File: src/hw/rtl/mp2d_ram.sv
// Generic single-write, single-read RAM with registered read data (old data on collision).
module mp2d_ram #(
	parameter int WIDTH = 16,
	parameter int DEPTH = 256,
	localparam int ADDR_BITS = (DEPTH > 1) ? $clog2(DEPTH) : 1
) (
	input  logic                 clk,
	input  logic                 we,
	input  logic [ADDR_BITS-1:0] waddr,
	input  logic [WIDTH-1:0]     wdata,
	input  logic                 re,
	input  logic [ADDR_BITS-1:0] raddr,
	output logic [WIDTH-1:0]     rdata
);

	logic [WIDTH-1:0] mem_q [DEPTH];

	always_ff @(posedge clk) begin
		if (re) begin
			rdata <= mem_q[raddr];
		end
		if (we) begin
			mem_q[waddr] <= wdata;
		end
	end

endmodule

File: config.mk
export PLATFORM = sky130hd
export DESIGN_NAME = mp2d_ram
export DESIGN_NICKNAME = d
export VERILOG_FILES = /design/src/hw/rtl/mp2d_ram.sv
export SDC_FILE = /design/constraint.sdc
export NUM_CORES = 2
export LEC_CHECK = 0
export BUFFER_PORTS_ARGS = -buffer_cell sky130_fd_sc_hd__buf_2
export CORE_ASPECT_RATIO = 1.25
export CORE_MARGIN = 4
export CORE_UTILIZATION = 30
export CTS_CLUSTER_SIZE = 8
export DETAILED_ROUTE_END_ITERATION = 16
export SYNTH_ARGS = -nofsm -noshare
export SYNTH_HDL_FRONTEND = slang
export SYNTH_SLANG_ARGS = --single-unit
File: constraint.sdc
create_clock -name clk -period 4.1 [get_ports clk]
set_input_delay 1.23 -clock clk [delete_from_list [all_inputs] [get_ports clk]]
set_output_delay 1.23 -clock clk [all_outputs]
set_load 0.01 [all_outputs]
==> results.cfg <==
[power]
leakage_uw = 0.0610
power_uw = 94000
p_per_area_mw_per_mm2 = 493
vdd_drop_max_mv = 0.373

[timing]
hold_violations = 0
timing.setup.tns_ps = 0
final_max_slew_viol_count = 0
final-setup-viol-count = 0
tightest_slew_ps = 1290
worst_hold_slack_ps = 709
layout_setup_ws_ps = 22.2
rsz0062_at_grt = false
min_period_ps = 4080
max_freq_mhz = 245
relSlewSlack_pct = 13.2
fin_crit_sh_pct = 99.5
finClkSkew_ps = 64.2

[cells_and_area]
final_common_cell = edfxtp_1
fin_cells = 15700
final_cell_mix = 4112 x edfxtp_1, 872 x buf_4, 797 x mux4_2, 595 x clkbuf_16, 565 x mux2i_1
layout-drive-gt1-share_pct = 30.8
area_growth_pct = 19.9
nets = 8578

[clock_network]
cts_root_buffer = clkbuf_16
clk_pin_slew_worst_paths_ps = 50
clkLatencyLatePin_ps = 950
cts_tree = yes
htreeDepth = 6
post_cts.repair.setup_buffers = 0
cts_resized = 0
cts_buffers = 589
clock_path_buffers = 4
cts.sinks = 4112
ctsHoldBuffers = 0

[die]
die_w_um = 659
row_count = 298
dieArea_mm2 = 0.541
start_util_pct = 30.1
core_area_mm2 = 0.527
ios = 51
die_h_um = 822

[outcome]
outcome = finished clean

[logic_synthesis]
ys_seq_area_share_pct = 77.7
yosysTopAreaCell = edfxtp_1
synth_top_area_share_pct = 77.7
synth_area_leaders = edfxtp_1 78%, mux4_2 11%, mux2i_1 3.6%, o221ai_1 1.4%, nor2_1 0.72%
synth_edf_count = 4112
synth_cells = 7360
ys_ff_latch = 4112
yosys_warnings = 0
synth_cell_types = 51
synth_fp_nets = 7395
synth_flop_cell = edfxtp_1
syn-cell-area_mm2 = 0.159
avgSynthCellArea_um2 = 21.6
postSynth.asyncResetShare_pct = 0

[worst_setup_path]
criticalPathCategory = input port to flop
cp_slowest_stage_delay_ps = 620
crit_fanout = 21
crit_path_start_kind = input port
worstSetupEndpointType = flop
arrival_ps = 4900
crit_required_ps = 4920
path_cells = buf_12, buf_4, buf_12, buf_12, buf_12, mux2i_1, o221ai_1, o22ai_1, a22oi_1, nand3_1, nor4_1, buf_4
slowest_stage = nand3_1
cpMostUsedCell = buf_12

[placement]
place.gp.congestion = 0.861
place_ws_ps = -894
dpl.cell_count = 15000
port_buffers = 50
hpwl_mm = 283

[drt]
vias_per_cell = 5.18
wl_mm = 451
drc_errors = 0
initialDrtViolationCount = 9447
dr.pass1.iters = 6
drtAntennaViolNets = 0
drt-wirelength-per-cell_um = 28.7
num_vias = 81300

[min_path]
hold_path.class = input port to flop

[global_route]
grt_start_max_net_pins = 113
grt_usage_pct = 16.3
grt_overflow_total = 0
grt_pass1_vias = 84200
grt_pass1_wl_mm = 637
antenna_found_initial = 35

[job]
cap_violations = 0
## metal layers
| metal | share of wire [%] | vias up | track usage (%) |
|---|---|---|---|
| li1 | - | 33500 | - |
| met1 | 36 | 43400 | 19.5 |
| met2 | 50 | 3576 | 27.7 |
| met3 | 7.5 | 858 | 3.13 |
| met4 | 5.7 | 14 | 8.49 |
| met5 | 0.072 | - | 0 |
## worst paths after layout
check / slack (ps) / to / startpoint / cells past startpoint
setup reg to reg: 1050 / rdata[7]$_DFFE_PP_ / mem_q[51][7]$_DFFE_PP_ / 7
setup / recovery: 20 / rdata[7]$_DFFE_PP_ / raddr[0] / 12
hold reg to reg: 1210 / rdata[4]$_DFFE_PP_ / mem_q[200][4]$_DFFE_PP_ / 5
hold / removal: 710 / mem_q[235][14]$_DFFE_PP_ / wdata[14] / 1
## cells in the mapped netlist (9+ instances only)
| library cell | instances |
|---|---|
| nor2_1 | 304 |
| nand4_1 | 26 |
| buf_1 | 27 |
| mux2i_1 | 565 |
| nand2_1 | 38 |
| o221ai_1 | 252 |
| buf_2 | 76 |
| buf_4 | 26 |
| o22ai_1 | 148 |
| a22oi_1 | 43 |
| a21oi_1 | 175 |
| buf_6 | 77 |
| a211oi_1 | 18 |
| nor2b_1 | 9 |
| a22o_1 | 32 |
| nor3_1 | 92 |
| o32ai_1 | 20 |
| edfxtp_1 | 4112 |
| o21ai_0 | 37 |
| and3_1 | 11 |
| mux2_2 | 88 |
| nor4_1 | 17 |
| nand3_1 | 35 |
| mux4_2 | 797 |
| a221oi_1 | 28 |
| clkbuf_1 | 230 |
| o31ai_1 | 16 |
| buf_8 | 11 |
## through the flow
step | instance area [um^2] | utilization, %
after floorplan | 159000 | -
after global placement | 175000 | 33.1
after detailed placement | 175000 | 33.1
after CTS | 190000 | 36.1
after global routing | 190000 | 36.1
final | 191000 | 36.1
## worst max-delay path: cells and delay by family
| kind | cells | cell delay (ps) |
|---|---|---|
| muxes | 1 | 110 |
| AOI/OAI and AO/OA | 3 | 1070 |
| and+or+nand+nor | 2 | 1130 |
| buffers and inverters | 6 | 1230 |
## where the power goes
group / internal, uW / leakage, uW / total (uW) / switching, uW
Clock: 25600 / 0.00771 / 42600 / 16900
Combinational: 1850 / 0.0164 / 4860 / 3010
Sequential: 46500 / 0.0370 / 46600 / 87.2
## flip-flops by register name, indices dropped and copies added, names as in the netlist
register / count
mem_q: 4096
rdata: 16
## area by class of cell
type | count | area [um^2]
Sequential cell | 4112 | 123000
Multi-Input combinational cell | 2792 | 32900
Clock buffer | 597 | 14900
Tap cell | 7050 | 8820
Antenna cell | 38 | 95.1
Inverter | 4 | 27.5
Timing Repair Buffer | 1044 | 9450
Fill cell | 47800 | 337000
Clock inverter | 50 | 870
## logic make-up (layout without fill, tap and decap cells)
logic type | after synthesis | after routing | share of synthesized area, %
AO/OA/AOI/OAI | 786 | 786 | 3.53
buffers and inverters | 456 | 1695 | 1.69
flip-flops | 4112 | 4112 | 77.7
multiplexers | 1450 | 1450 | 15.5
other | 0 | 38 | 0
AND/OR/NAND/NOR | 556 | 556 | 1.57
Note: power is estimated with default switching activity, not from simulation.
