`config.mk`:
```
export PLATFORM = sky130hd
export DESIGN_NAME = mp2d_cell
export DESIGN_NICKNAME = d
export VERILOG_FILES = /design/src/hw/rtl/mp2d_pkg.sv /design/src/hw/rtl/mp2d_cell.sv
export SDC_FILE = /design/constraint.sdc
export NUM_CORES = 1
export LEC_CHECK = 0
export BUFFER_PORTS_ARGS = -buffer_cell sky130_fd_sc_hd__buf_4
export CAP_MARGIN = 20
export CELL_PAD_IN_SITES_DETAIL_PLACEMENT = 2
export CELL_PAD_IN_SITES_GLOBAL_PLACEMENT = 2
export CORE_ASPECT_RATIO = 1.25
export CORE_MARGIN = 2
export CORE_UTILIZATION = 27
export CTS_CLUSTER_DIAMETER = 100
export DETAILED_ROUTE_END_ITERATION = 8
export PLACE_DENSITY = 0.88
export SETUP_SLACK_MARGIN = 0.15
export SLEW_MARGIN = 20
export SYNTH_ARGS = -nofsm -noshare
export SYNTH_HDL_FRONTEND = slang
export SYNTH_SLANG_ARGS = --single-unit
```
`constraint.sdc`:
```
create_clock -name clk -period 6.3 [get_ports clk]
set_clock_uncertainty 0.15 [all_clocks]
set_input_delay 1.26 -clock clk [delete_from_list [all_inputs] [get_ports clk]]
set_output_delay 1.26 -clock clk [all_outputs]
set_load 0.01 [all_outputs]
```
`src/hw/rtl/mp2d_pkg.sv`:
```
// Shared types, constants and helpers of the streaming max-pooling block.
package mp2d_pkg;

	localparam int MAX_WIDTH   = 256;
	localparam int MAX_POOL    = 4;
	localparam int SAMPLE_BITS = 16;
	localparam int ROW_LIMIT   = 256;
	localparam int LINES       = MAX_POOL - 1;

	localparam int COL_BITS  = $clog2(MAX_WIDTH);
	localparam int ROW_BITS  = $clog2(ROW_LIMIT);
	localparam int SLOT_BITS = (LINES > 1) ? $clog2(LINES) : 1;
	localparam int PH_BITS   = (COL_BITS > ROW_BITS) ? COL_BITS : ROW_BITS;
	localparam int DIM_BITS  = 9;
	localparam int POOL_BITS = 3;
	localparam int CFG_BITS  = 9;
	localparam int CALC_BITS = ((COL_BITS > ROW_BITS) ? COL_BITS : ROW_BITS) + 3;

	localparam logic [DIM_BITS-1:0]  RST_PLANE_WIDTH  = 9'd8;
	localparam logic [DIM_BITS-1:0]  RST_PLANE_HEIGHT = 9'd8;
	localparam logic [POOL_BITS-1:0] RST_POOL_SIZE    = 3'd2;
	localparam logic [POOL_BITS-1:0] RST_STRIDE       = 3'd2;

	typedef logic signed [SAMPLE_BITS-1:0] sample_t;

	typedef enum logic [1:0] {
		REG_PLANE_WIDTH  = 2'd0,
		REG_PLANE_HEIGHT = 2'd1,
		REG_POOL_SIZE    = 2'd2,
		REG_STRIDE       = 2'd3
	} cfg_reg_t;

	typedef enum logic [2:0] {
		ST_RUN   = 3'b001,
		ST_LOAD  = 3'b010,
		ST_ALIGN = 3'b100
	} align_state_t;

	typedef struct packed {
		logic shift;
		logic take;
	} cell_ctrl_t;

	function automatic sample_t smax(input sample_t a, input sample_t b);
		return (b > a) ? b : a;
	endfunction

endpackage

```
`src/hw/rtl/mp2d_cell.sv`:
```
// One cell of the horizontal window chain: holds a recent sample and folds it into the running max.
module mp2d_cell (
	input  logic                 clk,
	input  mp2d_pkg::cell_ctrl_t ctrl,
	input  mp2d_pkg::sample_t    sample_in,
	output mp2d_pkg::sample_t    sample_out,
	input  mp2d_pkg::sample_t    max_in,
	output mp2d_pkg::sample_t    max_out
);

	mp2d_pkg::sample_t sample_q;

	always_ff @(posedge clk) begin
		if (ctrl.shift) begin
			sample_q <= sample_in;
		end
	end

	assign sample_out = sample_q;
	assign max_out    = ctrl.take ? mp2d_pkg::smax(max_in, sample_q) : max_in;

endmodule

```
==> summary.txt <==
status: completed
Final period util: 83.91%
CP Data Arrival Time: 3.88 ns
setup TNS: 0 ns
Setup violations, final: 0
hold path startpoint: sample_in[7]
syn_nets: 143
worst hold path class: in -> reg
antenna viol nets, final: 0
routed vias/inst: 4.691
top cells by count, synth: edfxtp_1, ha_1, inv_1, mux2_4, a21oi_1
routed wire length: 3608 um
CP Cell Sequence: buf_4 -> inv_1 -> ha_1 -> nand4_2 -> or4_4 -> a21oi_1 -> o311a_1 -> buf_4 -> mux2_2 -> buf_4
GRT Overall Usage: 15.39%
CTS H-tree lvls: 1
DR iter-0 viols: 8
CTS clk-pin slew, worst paths: 0.07 ns
Fmax: 189.2 MHz
Crit Path Max Fanout: 9
Max VDD drop: 81.88 uV
clock sink count: 16
largest stage delay on the critical path: 0.55 ns
Inserted Diodes: 0
hold buffer count at CTS: 0
DRC viols: 0
clk root buf: clkbuf_8
Worst Hold End: sample_out[7]$_DFFE_PP_
Switching Share: 29.24%
top_reg_cell synth: edfxtp_1
PwrDens: 197.5 nW/um^2
Int Pwr: 243.7 uW
sequential share of power: 39.0%
TritonRoute pass-1 iters: 4
Critical-path top delay cell: or4_4
number of synthesized flops with an enable pin: 16
Chip Height: 77.20 um
die area: 4830 um^2
core box area: 4099 um^2
Yosys reg bits: 16
CP bufs+invs: 4
CTS tree: done
initial antenna violation count: 0
final hold viol count: 0
FFs w/ async S/R, synth: 0%
count of cell types in the netlist: 23
sequential-to-total area share from yosys stat: 41.51%
Syn Std Cell Area: 1157 um^2
Net Sw Power: 100.7 uW
vias in the first global route: 1,211
# resized after CTS: 0
GP Congestion: 0.7112
WHS Path Cells: 1
CP top delay family: simple AND/OR/NAND/NOR gates
Synth warnings: 0
Post-Synthesis Cells: 92
share of post-route cells with drive strength above 1: 55.28%
Mean Syn Cell Area: 12.58 um^2
first-pass GRT wire length: 5754 um
I/O Buffers: 66
per-cell routed wire length: 16.63 um
Final nets: 213
CP Launch Type: primary input
Slew headroom: 66.59%
Die Wd: 62.56 um
clock power share: 23.4%
top cell type by total area after synthesis: edfxtp_1
Initial Utilization: 28.24%
Worst Tran Pin Value: 0.5012 ns
Area contributors post-synth: edfxtp_1, ha_1, mux2_4
WP data required: 4.89 ns
max cap viols: 0
Synth top area share: 41.51%
Std-Cell Rows: 26
cts bufs inserted: 3
RSZ-0062 raised after global routing: no
Leak: 0.0008679 uW
max reg flops: 16
largest net degree at the start of global routing: 17
Setup Crit Path Kind: in -> out
critical path capture point type: primary output
Gate power share: 37.6%
GRT Residual Overflow: 0
DR vias: 1,018
Post-CTS Setup Inserts: 0
Top Ports: 67
most used cell, CP: buf_4
fin crit period: 5.287 ns
final core occ: 42.55%
Area Overhead vs Synth: 50.70%
fin. max-slew vios: 0
CTS max path bufs: 2
HPWL after DPL: 3117 um
-- through the flow --
stage                     setup WS [ns]  cell area, um^2  hold WS, ns  cells  total power (uW)
final                             1.013             1744        1.030    217             344.4
after global routing             0.8776             1744        1.020    217             364.5
after CTS                        0.9553             1744        1.022    217             350.5
after detailed placement         0.9612             1699        1.290    213             268.6
after global placement            1.122             1699        1.288    213             259.9
after floorplan                   1.750             1157        1.209     92             204.6
-- layer usage --
metal | GRT usage [%] | vias up | routed length (um)
li1 | - | 476 | -
met1 | 13.17 | 495 | 1175
met2 | 32.58 | 41 | 2190
met3 | 3.519 | 6 | 184
met4 | 6.222 | 0 | 57
met5 | 0 | - | 0
-- how the worst max path moves through the flow --
stage,startpoint,end,cells past startpoint
3_3_place_gp,max_in[15],max_out[1],10
5_1_grt,max_in[15],max_out[4],10
2_1_floorplan,max_in[15],max_out[10],9
4_1_cts,max_in[15],max_out[1],10
6_report,max_in[15],max_out[1],10
3_5_place_dp,max_in[15],max_out[1],10
-- cell usage in the layout, fill, tap and decap left out, drive strengths merged, types with 2 or more instances in the layout --
master  synthesis  routed
nand2           3       3
inv            16      16
edfxtp         16      16
nand4           3       3
a21oi           7       7
mux2           16      16
buf             2      67
clkbuf          0       3
ha             16      16
nor3            2       2
-- power by group through the flow --
stage	logic [uW]	registers, uW	clock network, uW
after floorplan	65.6	139	0
after global placement	124	136	0
after detailed placement	132	137	0
after CTS	132	135	83.5
after global routing	141	136	88.1
final	129	134	80.5
-- area by class of cell --
type                       instances  area [um^2]
sequential                        16        480.5
clock buffer                       3        41.29
inverter                          16        60.06
fill                             451         2355
tap                               56        70.07
timing repair buffer              67        503.0
multi-input combinational         58        585.6
clock inverter                     1        3.754
-- cells by family (layout without fill, tap and decap cells) --
group	Yosys count	after routing	synth area share [%]
AOI/OAI and AO/OA	15	15	8.217
buffers and inverters	18	87	7.892
DFF	16	16	41.51
and+or+nand+nor	11	11	6.270
muxes	16	16	18.81
adders and majority gates	16	16	17.30
Power figures use the tool's default switching activity.
